--- src/hdl/indexed_shift_list_macros.svh ---
// Assertion macros shared by the indexed shift list RTL.
// No dependencies; included by files that carry concurrent assertions.
`ifndef INDEXED_SHIFT_LIST_MACROS_SVH
`define INDEXED_SHIFT_LIST_MACROS_SVH

// Same-cycle implication, disabled while the active-low reset is asserted.
`define ISL_ASSERT_IMPL(label, clk, rst_n, ante, cons, msg) \
  label: assert property (@(posedge clk) disable iff (!rst_n) (ante) |-> (cons)) \
    else $error(msg);

// Next-cycle implication, disabled while the active-low reset is asserted.
`define ISL_ASSERT_NEXT(label, clk, rst_n, ante, cons, msg) \
  label: assert property (@(posedge clk) disable iff (!rst_n) (ante) |=> (cons)) \
    else $error(msg);

`endif

--- src/hdl/isl_pkg.sv ---
// Package for the indexed shift list: field widths, operation and status codes,
// and the control bundle sent to every storage cell. No dependencies.
`default_nettype none

package isl_pkg;

  localparam int OP_W      = 3;
  localparam int VALUE_W   = 32;
  localparam int INDEX_W   = 4;
  localparam int STATUS_W  = 2;
  localparam int DATA_W    = 32;
  localparam int COUNT_W   = 5;
  localparam int IN_TDATA_W  = 40;
  localparam int OUT_TDATA_W = 40;

  localparam logic [OP_W-1:0] OP_APPEND    = 3'd0;
  localparam logic [OP_W-1:0] OP_INS_AT    = 3'd1;
  localparam logic [OP_W-1:0] OP_INS_AFTER = 3'd2;
  localparam logic [OP_W-1:0] OP_REMOVE    = 3'd3;
  localparam logic [OP_W-1:0] OP_READ      = 3'd4;

  localparam logic [STATUS_W-1:0] ST_DONE     = 2'd0;
  localparam logic [STATUS_W-1:0] ST_NO_INDEX = 2'd1;
  localparam logic [STATUS_W-1:0] ST_FULL     = 2'd2;

  // Per-cycle command broadcast along the row of cells.
  typedef struct packed {
    logic load;      // write the new word at the target position
    logic shift_up;  // cells above the target take their lower neighbor
    logic shift_dn;  // cells at and above the target take their upper neighbor
  } isl_ctrl_t;

endpackage

`default_nettype wire

--- src/hdl/isl_cell.sv ---
// One storage cell of the indexed shift list row.
// Depends on isl_pkg for the control bundle.
`default_nettype none

module isl_cell #(
  parameter int IDX       = 0,
  parameter int POS_W     = 5,
  parameter int DATA_BITS = 32
) (
  input  wire                          clk,
  input  wire isl_pkg::isl_ctrl_t      ctrl,
  input  wire logic [POS_W-1:0]        pos,
  input  wire logic [DATA_BITS-1:0]    load_word,
  input  wire logic [DATA_BITS-1:0]    below_word,
  input  wire logic [DATA_BITS-1:0]    above_word,
  output logic [DATA_BITS-1:0]         word
);
  import isl_pkg::*;

  localparam logic [POS_W-1:0] MY_POS = POS_W'(IDX);

  logic [DATA_BITS-1:0] word_r;
  logic [DATA_BITS-1:0] word_nxt;

  always_comb begin
    word_nxt = word_r;
    if (ctrl.load && (pos == MY_POS)) begin
      word_nxt = load_word;
    end else if (ctrl.shift_up && (MY_POS > pos)) begin
      word_nxt = below_word;
    end else if (ctrl.shift_dn && (MY_POS >= pos)) begin
      word_nxt = above_word;
    end
  end

  always_ff @(posedge clk) begin
    word_r <= word_nxt;
  end

  assign word = word_r;

endmodule

`default_nettype wire

--- src/hdl/indexed_shift_list.sv ---
// Indexed shift list: a bounded ordered list of signed words held in a row of cells
// that shift up on insert and down on remove. One request per cycle, one result each.
// Request (in_tdata, 40 bits): op, value, index from bit 0 up. Result (out_tdata,
// 40 bits): status, data, count from bit 0 up. The decode, the parallel shift or
// load of all cells and the read of the indexed entry all happen in the cycle the
// request transfers, and the result lands in an output register. A new request is
// taken in the same cycle a waiting result transfers, so the block sustains one
// request per cycle while the result side keeps up. Index values at or beyond the
// count answer "index not present", inserts into a full list answer "list full";
// append only checks for a full list. Depends on isl_pkg and
// indexed_shift_list_macros.svh.
`default_nettype none

`include "indexed_shift_list_macros.svh"

module indexed_shift_list #(
  parameter int CAPACITY  = 16,
  parameter int DATA_BITS = 32
) (
  input  wire                                  clk,
  input  wire                                  rst_n,
  input  wire                                  in_tvalid,
  output logic                                 in_tready,
  // op[2:0], value[34:3], index[38:35], zero pad [39]
  input  wire logic [isl_pkg::IN_TDATA_W-1:0]  in_tdata,
  output logic                                 out_tvalid,
  input  wire                                  out_tready,
  // status[1:0], data[33:2], count[38:34], zero pad [39]
  output logic [isl_pkg::OUT_TDATA_W-1:0]      out_tdata
);
  import isl_pkg::*;

  localparam int CW   = $clog2(CAPACITY + 1);
  localparam int CMPW = (CW > INDEX_W) ? CW : INDEX_W;
  localparam int NRD  = (CAPACITY < (1 << INDEX_W)) ? CAPACITY : (1 << INDEX_W);
  localparam int RDW  = $clog2(NRD);
  localparam logic [CW-1:0] FULL_COUNT = CW'(CAPACITY);

  // Request fields.
  logic [OP_W-1:0]           req_op;
  logic signed [VALUE_W-1:0] req_value;
  logic [INDEX_W-1:0]        req_index;
  logic                      in_fire;

  assign req_op    = in_tdata[OP_W-1:0];
  assign req_value = in_tdata[OP_W+VALUE_W-1:OP_W];
  assign req_index = in_tdata[OP_W+VALUE_W+INDEX_W-1:OP_W+VALUE_W];

  // Control state and output register.
  logic [CW-1:0]       used_r, used_nxt;
  logic                out_valid_r, out_valid_nxt;
  logic [STATUS_W-1:0] out_status_r, out_status_nxt;
  logic [DATA_W-1:0]   out_data_r, out_data_nxt;
  logic [COUNT_W-1:0]  out_count_r, out_count_nxt;

  assign in_tready = !out_valid_r || out_tready;
  assign in_fire   = in_tvalid && in_tready;

  // Row of cells.
  isl_ctrl_t                     ctrl;
  logic [CW-1:0]                 pos;
  logic signed [DATA_BITS-1:0]   new_word;
  logic [DATA_BITS-1:0]          words [CAPACITY];
  logic signed [DATA_BITS-1:0]   rd_words [NRD];
  logic signed [DATA_BITS-1:0]   rd_word;

  assign new_word = DATA_BITS'(req_value);

  for (genvar g = 0; g < CAPACITY; g++) begin : g_cell
    isl_cell #(
      .IDX       (g),
      .POS_W     (CW),
      .DATA_BITS (DATA_BITS)
    ) u_cell (
      .clk        (clk),
      .ctrl       (ctrl),
      .pos        (pos),
      .load_word  (new_word),
      .below_word (words[(g == 0) ? 0 : g - 1]),
      .above_word (words[(g == CAPACITY - 1) ? g : g + 1]),
      .word       (words[g])
    );
  end

  for (genvar g = 0; g < NRD; g++) begin : g_rd
    assign rd_words[g] = words[g];
  end

  // Only the first positions are addressable; an index beyond them is already rejected.
  assign rd_word = rd_words[req_index[RDW-1:0]];

  logic idx_missing;
  logic is_full;

  assign idx_missing = CMPW'(req_index) >= CMPW'(used_r);
  assign is_full     = used_r == FULL_COUNT;

  always_comb begin
    ctrl           = '0;
    pos            = used_r;
    used_nxt       = used_r;
    out_status_nxt = ST_DONE;
    out_data_nxt   = '0;
    case (req_op)
      OP_APPEND: begin
        if (is_full) begin
          out_status_nxt = ST_FULL;
        end else begin
          ctrl.load = 1'b1;
          used_nxt  = used_r + 1'b1;
        end
      end
      OP_INS_AT, OP_INS_AFTER: begin
        if (idx_missing) begin
          out_status_nxt = ST_NO_INDEX;
        end else if (is_full) begin
          out_status_nxt = ST_FULL;
        end else begin
          pos           = (req_op == OP_INS_AT) ? CW'(req_index) : CW'(req_index) + 1'b1;
          ctrl.load     = 1'b1;
          ctrl.shift_up = 1'b1;
          used_nxt      = used_r + 1'b1;
        end
      end
      OP_REMOVE: begin
        if (idx_missing) begin
          out_status_nxt = ST_NO_INDEX;
        end else begin
          pos           = CW'(req_index);
          ctrl.shift_dn = 1'b1;
          out_data_nxt  = DATA_W'(rd_word);
          used_nxt      = used_r - 1'b1;
        end
      end
      OP_READ: begin
        if (idx_missing) begin
          out_status_nxt = ST_NO_INDEX;
        end else begin
          out_data_nxt = DATA_W'(rd_word);
        end
      end
      default: begin
        // Unused operation codes leave the list alone and report done.
        out_status_nxt = ST_DONE;
      end
    endcase
    // Nothing moves unless the request actually transfers.
    if (!in_fire) begin
      ctrl     = '0;
      used_nxt = used_r;
    end
    out_count_nxt = COUNT_W'(used_nxt);
    out_valid_nxt = in_fire || (out_valid_r && !out_tready);
  end

  always_ff @(posedge clk) begin
    if (!rst_n) begin
      used_r      <= '0;
      out_valid_r <= 1'b0;
    end else begin
      used_r      <= used_nxt;
      out_valid_r <= out_valid_nxt;
    end
  end

  always_ff @(posedge clk) begin
    if (in_fire) begin
      out_status_r <= out_status_nxt;
      out_data_r   <= out_data_nxt;
      out_count_r  <= out_count_nxt;
    end
  end

  assign out_tvalid = out_valid_r;
  assign out_tdata  = {1'b0, out_count_r, out_data_r, out_status_r};

  // Checks.
  `ISL_ASSERT_IMPL(a_used_bound, clk, rst_n, 1'b1, used_r <= FULL_COUNT,
                   "entry count exceeds capacity")
  `ISL_ASSERT_NEXT(a_fire_gives_result, clk, rst_n, in_fire, out_valid_r,
                   "accepted request produced no result")
  `ISL_ASSERT_NEXT(a_append_grows, clk, rst_n,
                   in_fire && (req_op == OP_APPEND) && !is_full,
                   used_r == $past(used_r) + 1'b1,
                   "append did not grow the list by one")
  `ISL_ASSERT_IMPL(a_full_status, clk, rst_n,
                   out_valid_r && (out_status_r == ST_FULL),
                   out_count_r == COUNT_W'(FULL_COUNT),
                   "full status reported with a list that is not full")

endmodule

`default_nettype wire

--- config.mk ---
export PLATFORM = sky130hd
export DESIGN_NAME = indexed_shift_list
export DESIGN_NICKNAME = d
export VERILOG_FILES = /design/src/hdl/isl_pkg.sv /design/src/hdl/isl_cell.sv /design/src/hdl/indexed_shift_list.sv
export VERILOG_INCLUDE_DIRS = /design/src /design/src/hdl
export SDC_FILE = /design/constraint.sdc
export NUM_CORES = 1
export LEC_CHECK = 0
export ABC_AREA = 1
export BUFFER_PORTS_ARGS = -buffer_cell sky130_fd_sc_hd__buf_2
export CAP_MARGIN = 20
export CORE_MARGIN = 2
export CORE_UTILIZATION = 45
export CTS_CLUSTER_SIZE = 25
export DETAILED_ROUTE_END_ITERATION = 8
export MAX_ROUTING_LAYER = met4
export SLEW_MARGIN = 20
export SYNTH_ARGS = -nofsm -noshare
export SYNTH_HDL_FRONTEND = slang
export SYNTH_HIERARCHICAL = 1
export SYNTH_SLANG_ARGS = --single-unit
--- constraint.sdc ---
create_clock -name clk -period 11.5 [get_ports clk]
set_input_delay 1.15 -clock clk [delete_from_list [all_inputs] [get_ports clk]]
set_output_delay 1.15 -clock clk [all_outputs]
set_load 0.1 [all_outputs]
* Word level (Yosys, flattened, before mapping)
Index checks and enable logic that the tools add are counted.
** Storage, ports and cells
- Memories :: 0
- Bits in read-only memories :: 0
- Register bits :: 557
- Memory bits (writable) :: 0
- Bits of input ports :: 44
- Bits in latches :: 0
- Logic and storage cells :: 227
** Cells by class
- Bitwise logic cells :: 2
- Reduce and logical (&&, ||, !) cells :: 75
- Mux-type cells :: 72
- Add/sub/neg operators :: 3
- Shift-type cells :: 0
- Order comparisons :: 33
- Divide/modulo/power cells :: 0
- Equal/unequal tests :: 21
- $mul :: 0
** Operators with widths (count)
- 2-to-1 mux 32 bit :: 49
- binary-select mux 32 bit (select 4 bit) :: 1
- logical AND 1 bit :: 49
- nonzero test 3 bit :: 14
- equality test 5 x 4 -> 1 bit (second input constant) :: 8
- > comparator 4 x 5 -> 1 bit (first input constant) :: 8
- 2-to-1 mux 5 bit :: 8
- greater-or-equal comparator 4 x 5 -> 1 bit (first input constant) :: 7
- equality test 5 x 3 -> 1 bit (second input constant) :: 4
- greater-or-equal comparator 3 x 5 -> 1 bit (first input constant) :: 4
- > comparator 3 x 5 -> 1 bit (first input constant) :: 4
- one-hot mux 5 bit (3 select lines) :: 1
- equality test 5 x 2 -> 1 bit (second input constant) :: 2
- greater-or-equal comparator 1 x 5 -> 1 bit (first input constant) :: 2
- greater-or-equal comparator 2 x 5 -> 1 bit (first input constant) :: 2
- > comparator 1 x 5 -> 1 bit (first input constant) :: 2
- > comparator 2 x 5 -> 1 bit (first input constant) :: 2
- one-hot mux 5 bit (2 select lines) :: 1
- 2-to-1 mux 2 bit :: 4
- equality test 3 x 2 -> 1 bit (second input constant) :: 2
- one-hot mux 2 bit (3 select lines) :: 1
- OR reduction 2 bit :: 3
- adder 4 x 1 -> 5 bit (second input constant) :: 1
- adder 5 x 1 -> 5 bit (second input constant) :: 1
- 19 further kinds :: 26

* Longest topological paths before layout
- Depth in word-level cells :: 10
- Mapped depth :: 23
- Depth with buffers taken out :: 18

* Hierarchy
The synthesis kept the hierarchy.
** By module, submodules not included
- indexed_shift_list :: area an instance 6966.7 µm², cells each 1222, seq. area each 1291.2 µm², times used 1
- isl_cell at g_cell[4].u_cell :: area an instance 2239.6 µm², cells each 297, seq. area each 960.9 µm², times used 1
- isl_cell at g_cell[12].u_cell :: area an instance 2209.6 µm², cells each 293, seq. area each 960.9 µm², times used 1
- isl_cell at g_cell[3].u_cell :: area an instance 2188.3 µm², cells each 260, seq. area each 960.9 µm², times used 1
- isl_cell at g_cell[13].u_cell :: area an instance 2179.6 µm², cells each 259, seq. area each 960.9 µm², times used 1
- isl_cell at g_cell[7].u_cell :: area an instance 2173.3 µm², cells each 258, seq. area each 960.9 µm², times used 1
- isl_cell at g_cell[14].u_cell :: area an instance 2130.8 µm², cells each 288, seq. area each 960.9 µm², times used 1
- isl_cell at g_cell[2].u_cell :: area an instance 2102.0 µm², cells each 288, seq. area each 960.9 µm², times used 1
- isl_cell at g_cell[6].u_cell :: area an instance 2095.8 µm², cells each 289, seq. area each 960.9 µm², times used 1
- isl_cell at g_cell[11].u_cell :: area an instance 2080.7 µm², cells each 261, seq. area each 960.9 µm², times used 1
- isl_cell at g_cell[10].u_cell :: area an instance 2079.5 µm², cells each 287, seq. area each 960.9 µm², times used 1
- isl_cell at g_cell[1].u_cell :: area an instance 2075.7 µm², cells each 283, seq. area each 960.9 µm², times used 1
- isl_cell at g_cell[9].u_cell :: area an instance 2024.4 µm², cells each 253, seq. area each 960.9 µm², times used 1
- isl_cell at g_cell[15].u_cell :: area an instance 2000.7 µm², cells each 258, seq. area each 960.9 µm², times used 1
- +3 rows

* Worst setup path before layout
No wires, ideal clock.
- Path kind :: input-to-reg
- From :: input port in_tdata[35] in the netlist's numbering
- To :: register g_cell[15].u_cell.word_r[0], enable pin
- Stages on the path :: 17
- Setup slack :: 5.246 ns
- Data arrival time :: 5.635 ns
- Required time :: 10.882 ns
- Path buffers :: 6
- Cells stage by stage :: buf_4 buf_6 clkinv_2 buf_4 buf_2 ha_1 inv_1 a21oi_1 nand2_2 nand3_4 buf_2 nor2_1 o2bb2ai_1 nor2_2 nand3_1 clkbuf_1 o211ai_1
** On the way
- Longest elaborated chain between the ends :: 8
- Elaborated cells on any way between the ends :: 16
** RTL lines
- start: declaration :: line indexed_shift_list.sv:25 : input wire logic [isl_pkg::IN_TDATA_W-1:0] in_tdata,
- adder 4 x 1 -> 5 bit :: line indexed_shift_list.sv:119 : pos = (req_op == OP_INS_AT) ? CW'(req_index) : CW'(req_index) + 1'b1;
- 2-to-1 mux 5 bit :: line indexed_shift_list.sv:119
- 2-to-1 mux 5 bit :: line indexed_shift_list.sv:116 : end else if (is_full) begin
- 2-to-1 mux 5 bit :: line indexed_shift_list.sv:114 : if (idx_missing) begin
- one-hot mux 5 bit (2 select lines) (*) :: line indexed_shift_list.sv:104 : case (req_op)
- via pos[4] :: line indexed_shift_list.sv:61 : logic [CW-1:0] pos;
- > comparator 4 x 5 -> 1 bit or equality test 5 x 4 -> 1 bit (tied branches) :: line isl_cell.sv:29, isl_cell.sv:27
- logical AND 1 bit, on equally long branches :: line isl_cell.sv:29, isl_cell.sv:27
- nonzero test 2 bit (no source line) (*)
- end signal: assignment :: line isl_cell.sv:37 : word_r <= word_nxt;
- end: declaration :: line isl_cell.sv:22 : logic [DATA_BITS-1:0] word_r;
The timed path passes the listed nets; every way through them passes the cells marked *.
A chain may end at the register's enable or synchronous reset.

* Worst setup path after layout
- From :: input port in_tdata[35] in the netlist's numbering
- To :: register g_cell[4].u_cell.word_r[22], enable pin
** On the way
- Longest elaborated chain between the ends :: 8
- Elaborated cells on any way between the ends :: 20
** RTL lines
- adder 4 x 1 -> 5 bit :: line indexed_shift_list.sv:119
- 2-to-1 mux 5 bit :: line indexed_shift_list.sv:119
- 2-to-1 mux 5 bit :: line indexed_shift_list.sv:116
- 2-to-1 mux 5 bit :: line indexed_shift_list.sv:114
- one-hot mux 5 bit (2 select lines) (*) :: line indexed_shift_list.sv:104
- via pos[4] :: line indexed_shift_list.sv:61
- greater-or-equal comparator 3 x 5 -> 1 bit (tied with other cells) :: line isl_cell.sv:31 : end else if (ctrl.shift_dn && (MY_POS >= pos)) begin
- logical AND 1 bit, on equally long branches :: line isl_cell.sv:31, isl_cell.sv:27, isl_cell.sv:29
- nonzero test 3 bit (no source line) (*)
- end signal: assignment :: line isl_cell.sv:37
- end: declaration :: line isl_cell.sv:22
Marks and branches as above.

==> metrics.md <==
| Metric | Value |
|---|---|
| Status | finished, final reports clean |
| FFs w/ async S/R, synth | 0% |
| Layout Skew | 0.0219 ns |
| Share of layout cells above drive strength 1 | 8.45% |
| Fmax | 0.158 GHz |
| Drt initial violations | around 4400 |
| Final cell count without fillers | 6491 |
| Post-synth EDFFs | 551 |
| PwrDens | roughly 130 nW/um2 |
| Via density | 5.85 |
| Worst path bufs/invs | 6 |
| Layout Nets | 5327 |
| First-pass GRT wire length | roughly 210 mm |
| Lkg Pwr | 0.0195 uW |
| Cell with the most instances after synthesis | nand2_1 |
| Via Count | 38000 |
| Most used cell, CP | buf_4 |
| Hold Fails Final Rpt | 0 |
| Max Root-Sink Buffers | 3 |
| Critical path required time | around 12 ns |
| Post-DR wirelength/cell | 21.4 um |
| Seq/Total Area, Yosys | 41.9% |
| Slew HR | between 20% and 30% |
| CTS root buf | clkbuf_16 |
| Max-cap violation count | 0 |
| Top delay family on crit path | simple AND/OR/NAND/NOR gates |
| Top cell type's share of synthesized area | 41.6% |
| Area Overhead vs Synth | 6.36% |
| Top post-synthesis cells by count | nand2_1 (1562), nand3_1 (859), inv_1 (774), edfxtp_1 (551), nand4_1 (347) |
| H-tree depth | 3 |
| CTS tree | done |
| Slew @ Worst Pin | 1.06 ns |
| Die height | 301 um |
| Final WL | 139 mm |
| DP HPWL | around 89 mm |
| Hold Path Class | reg2reg |
| Post-Syn Area | 39800 um2 |
| Hold Buf Count CTS | 0 |
| Mean Syn Cell Area | around 7.3 um2 |
| Vias in the first global route | ~35000 |
| Area post-placement | 40000 um2 |
| Slew Viols, Final | 0 |
| Skew-Pair Late Insertion Delay | between 0.6 and 0.7 ns |
| Synth Flop Type | edfxtp_1 |
| GR Overflow Total | 0 |
| Drt drc | 0 |
| Critical-path top delay cell | nand4_2 |
| Kind of critical path | in2reg |
| Die W | about 300 um |
| GRT Total Usage | 30.6% |
| FF+latch count, synth | 557 |
| Setup-failing EPs final | 0 |
| Synth top area cells | edfxtp_1 (42%), nand2_1 (15%), nand3_1 (11%) |
| Final Cycle Share | 55.2% |
| Count of cell types in the netlist | 50 |
| Post-route setup TNS | 0 ns |
| Antenna viol nets, final | 0 |
| Critical path arrival | 6.61 ns |
| Placed cells | 6369 |
| Die area | 90700 um2 |
| Design area | ~42000 um2 |
| Clock Pin Slew Worst Setup and Hold Paths | 0.06 ns |
| # Post-CTS Setup Buffers | 0 |
| Min Tclk post-route | 6.34 ns |
| Critical-path maximum fanout | 94 |
| FILL cells | 8927 |
| Syn nets | 5495 |
| Placeable Area | about 88000 um2 |
| Post-Syn Instances | 5444 |
| RSZ-0062 raised after global routing | false |
| Number of inserted diodes | 0 |
| Synth area leader | edfxtp_1 |
| Num CTS Buffers | 69 |
| Worst VDD drop | approximately 0.11 mV |
| Input/output buffers | 83 |
| Routability cong. | about 0.91 |
| Sink Count | 557 |
| Final core occ | 48.1% |
| Synth warn | 6 |
| R2r setup slk | 5.86 ns |
| CTS resizes | 0 |
| Initial Util | 45.2% |
| 1st-pass router iterations | 6 |
| Worst hold margin | approximately 0.52 ns |
| CP cell instances | buf_8 -> inv_8 -> ha_1 -> inv_1 -> a21oi_1 -> nand2_2 -> nand3_4 -> nor2_1 -> o21ai_0 -> o2bb2ai_4 -> buf_4 -> nor2_4 -> buf_4 -> nand4_2 -> nand2_1 -> buf_4 |
| FP Rows | 109 |
| Worst setup EP type | register |
| Largest net degree at the start of global routing | 141 |
| Initial antenna violation count | 0 |
| IO Count | 86 |
| Slowest stage delay, CP | 0.95 ns |
| Nature of the critical path startpoint | input port |
==> worst paths after layout <==
| kind | from | to | cells past startpoint |
|---|---|---|---|
| worst min-delay path | out_tvalid | out_tvalid | 2 |
| worst max-delay path | in_tdata[35] | g_cell[4].u_cell/word[22] | 16 |
| worst min register to register | out_tvalid | out_tvalid | 2 |
| worst max register to register | used_r[0] | g_cell[4].u_cell/word[22] | 13 |
==> per-stage QoR <==
stage / setup WS [ns] / total power, uW
floorplan: 5.25 / 3190
global placement: 4.63 / 3480
detailed placement: 4.52 / 3490
CTS: 5.15 / 5700
global route: 4.76 / 5880
finish: 5.16 / 5700
==> registers in the layout, summed over array words and instances, names as in the netlist <==
register,count
g_cell.u_cell/word,512
out_data_r,32
out_count_r,5
used_r,5
out_status_r,2
out_tvalid,1
==> cell usage in the layout, fill, tap and decap left out, types with 17 or more instances in the layout <==
cell type,instances
clkbuf_16,73
buf_2,81
o21ai_0,180
a21oi_1,92
o211ai_1,63
nor2_1,281
nand3_1,855
buf_4,82
clkinv_1,19
nor2_4,18
nand3_2,62
inv_1,771
edfxtp_1,551
o21bai_1,32
a21oi_2,20
nand4_1,347
nand2_2,17
nand2_1,1561
o21ai_1,49
o22ai_1,21
inv_2,24
==> metal layers <==
metal	track usage (%)	wire, um	up-vias
li1	-	-	17700
met1	41.4	59500	18300
met2	47.3	64200	1697
met3	3.52	10300	279
met4	11.0	4690	0
met5	-	0	-
==> power by group <==
part	switching [uW]	total (uW)	internal [uW]
Sequential	66.0	2420	2350
Combinational	830	1060	231
Clock	914	2220	1310
==> logic make-up after synthesis <==
logic type / count (synthesis) / synth area share, %
muxes: 1 / 0.0252
buffers and inverters: 1208 / 13.5
xor gates and xnor gates: 6 / 0.132
and+or+nand+nor: 3187 / 37.2
AOI/OAI and AO/OA: 477 / 6.99
DFF: 557 / 41.9
adders and majority gates: 7 / 0.220
other: 1 / 0.00943
==> layout make-up <==
type / count / area [um2] / area share, %
Multi-Input combinational cell: 3679 / 17800 / 42.1
Sequential cell: 557 / 16700 / 39.4
Inverter: 800 / 3010 / 7.13
Clock buffer: 86 / 1880 / 4.44
Tap cell: 1165 / 1460 / 3.45
Timing Repair Buffer: 169 / 1120 / 2.65
Clock inverter: 35 / 333 / 0.787
==> tightest hold or removal path, cell delays in order (launching register included) <==
cell	delay, ns
dfxtp_1	0.30
nand2_1	0.10
a21oi_1	0.07
(Power assumes the default switching activity.)
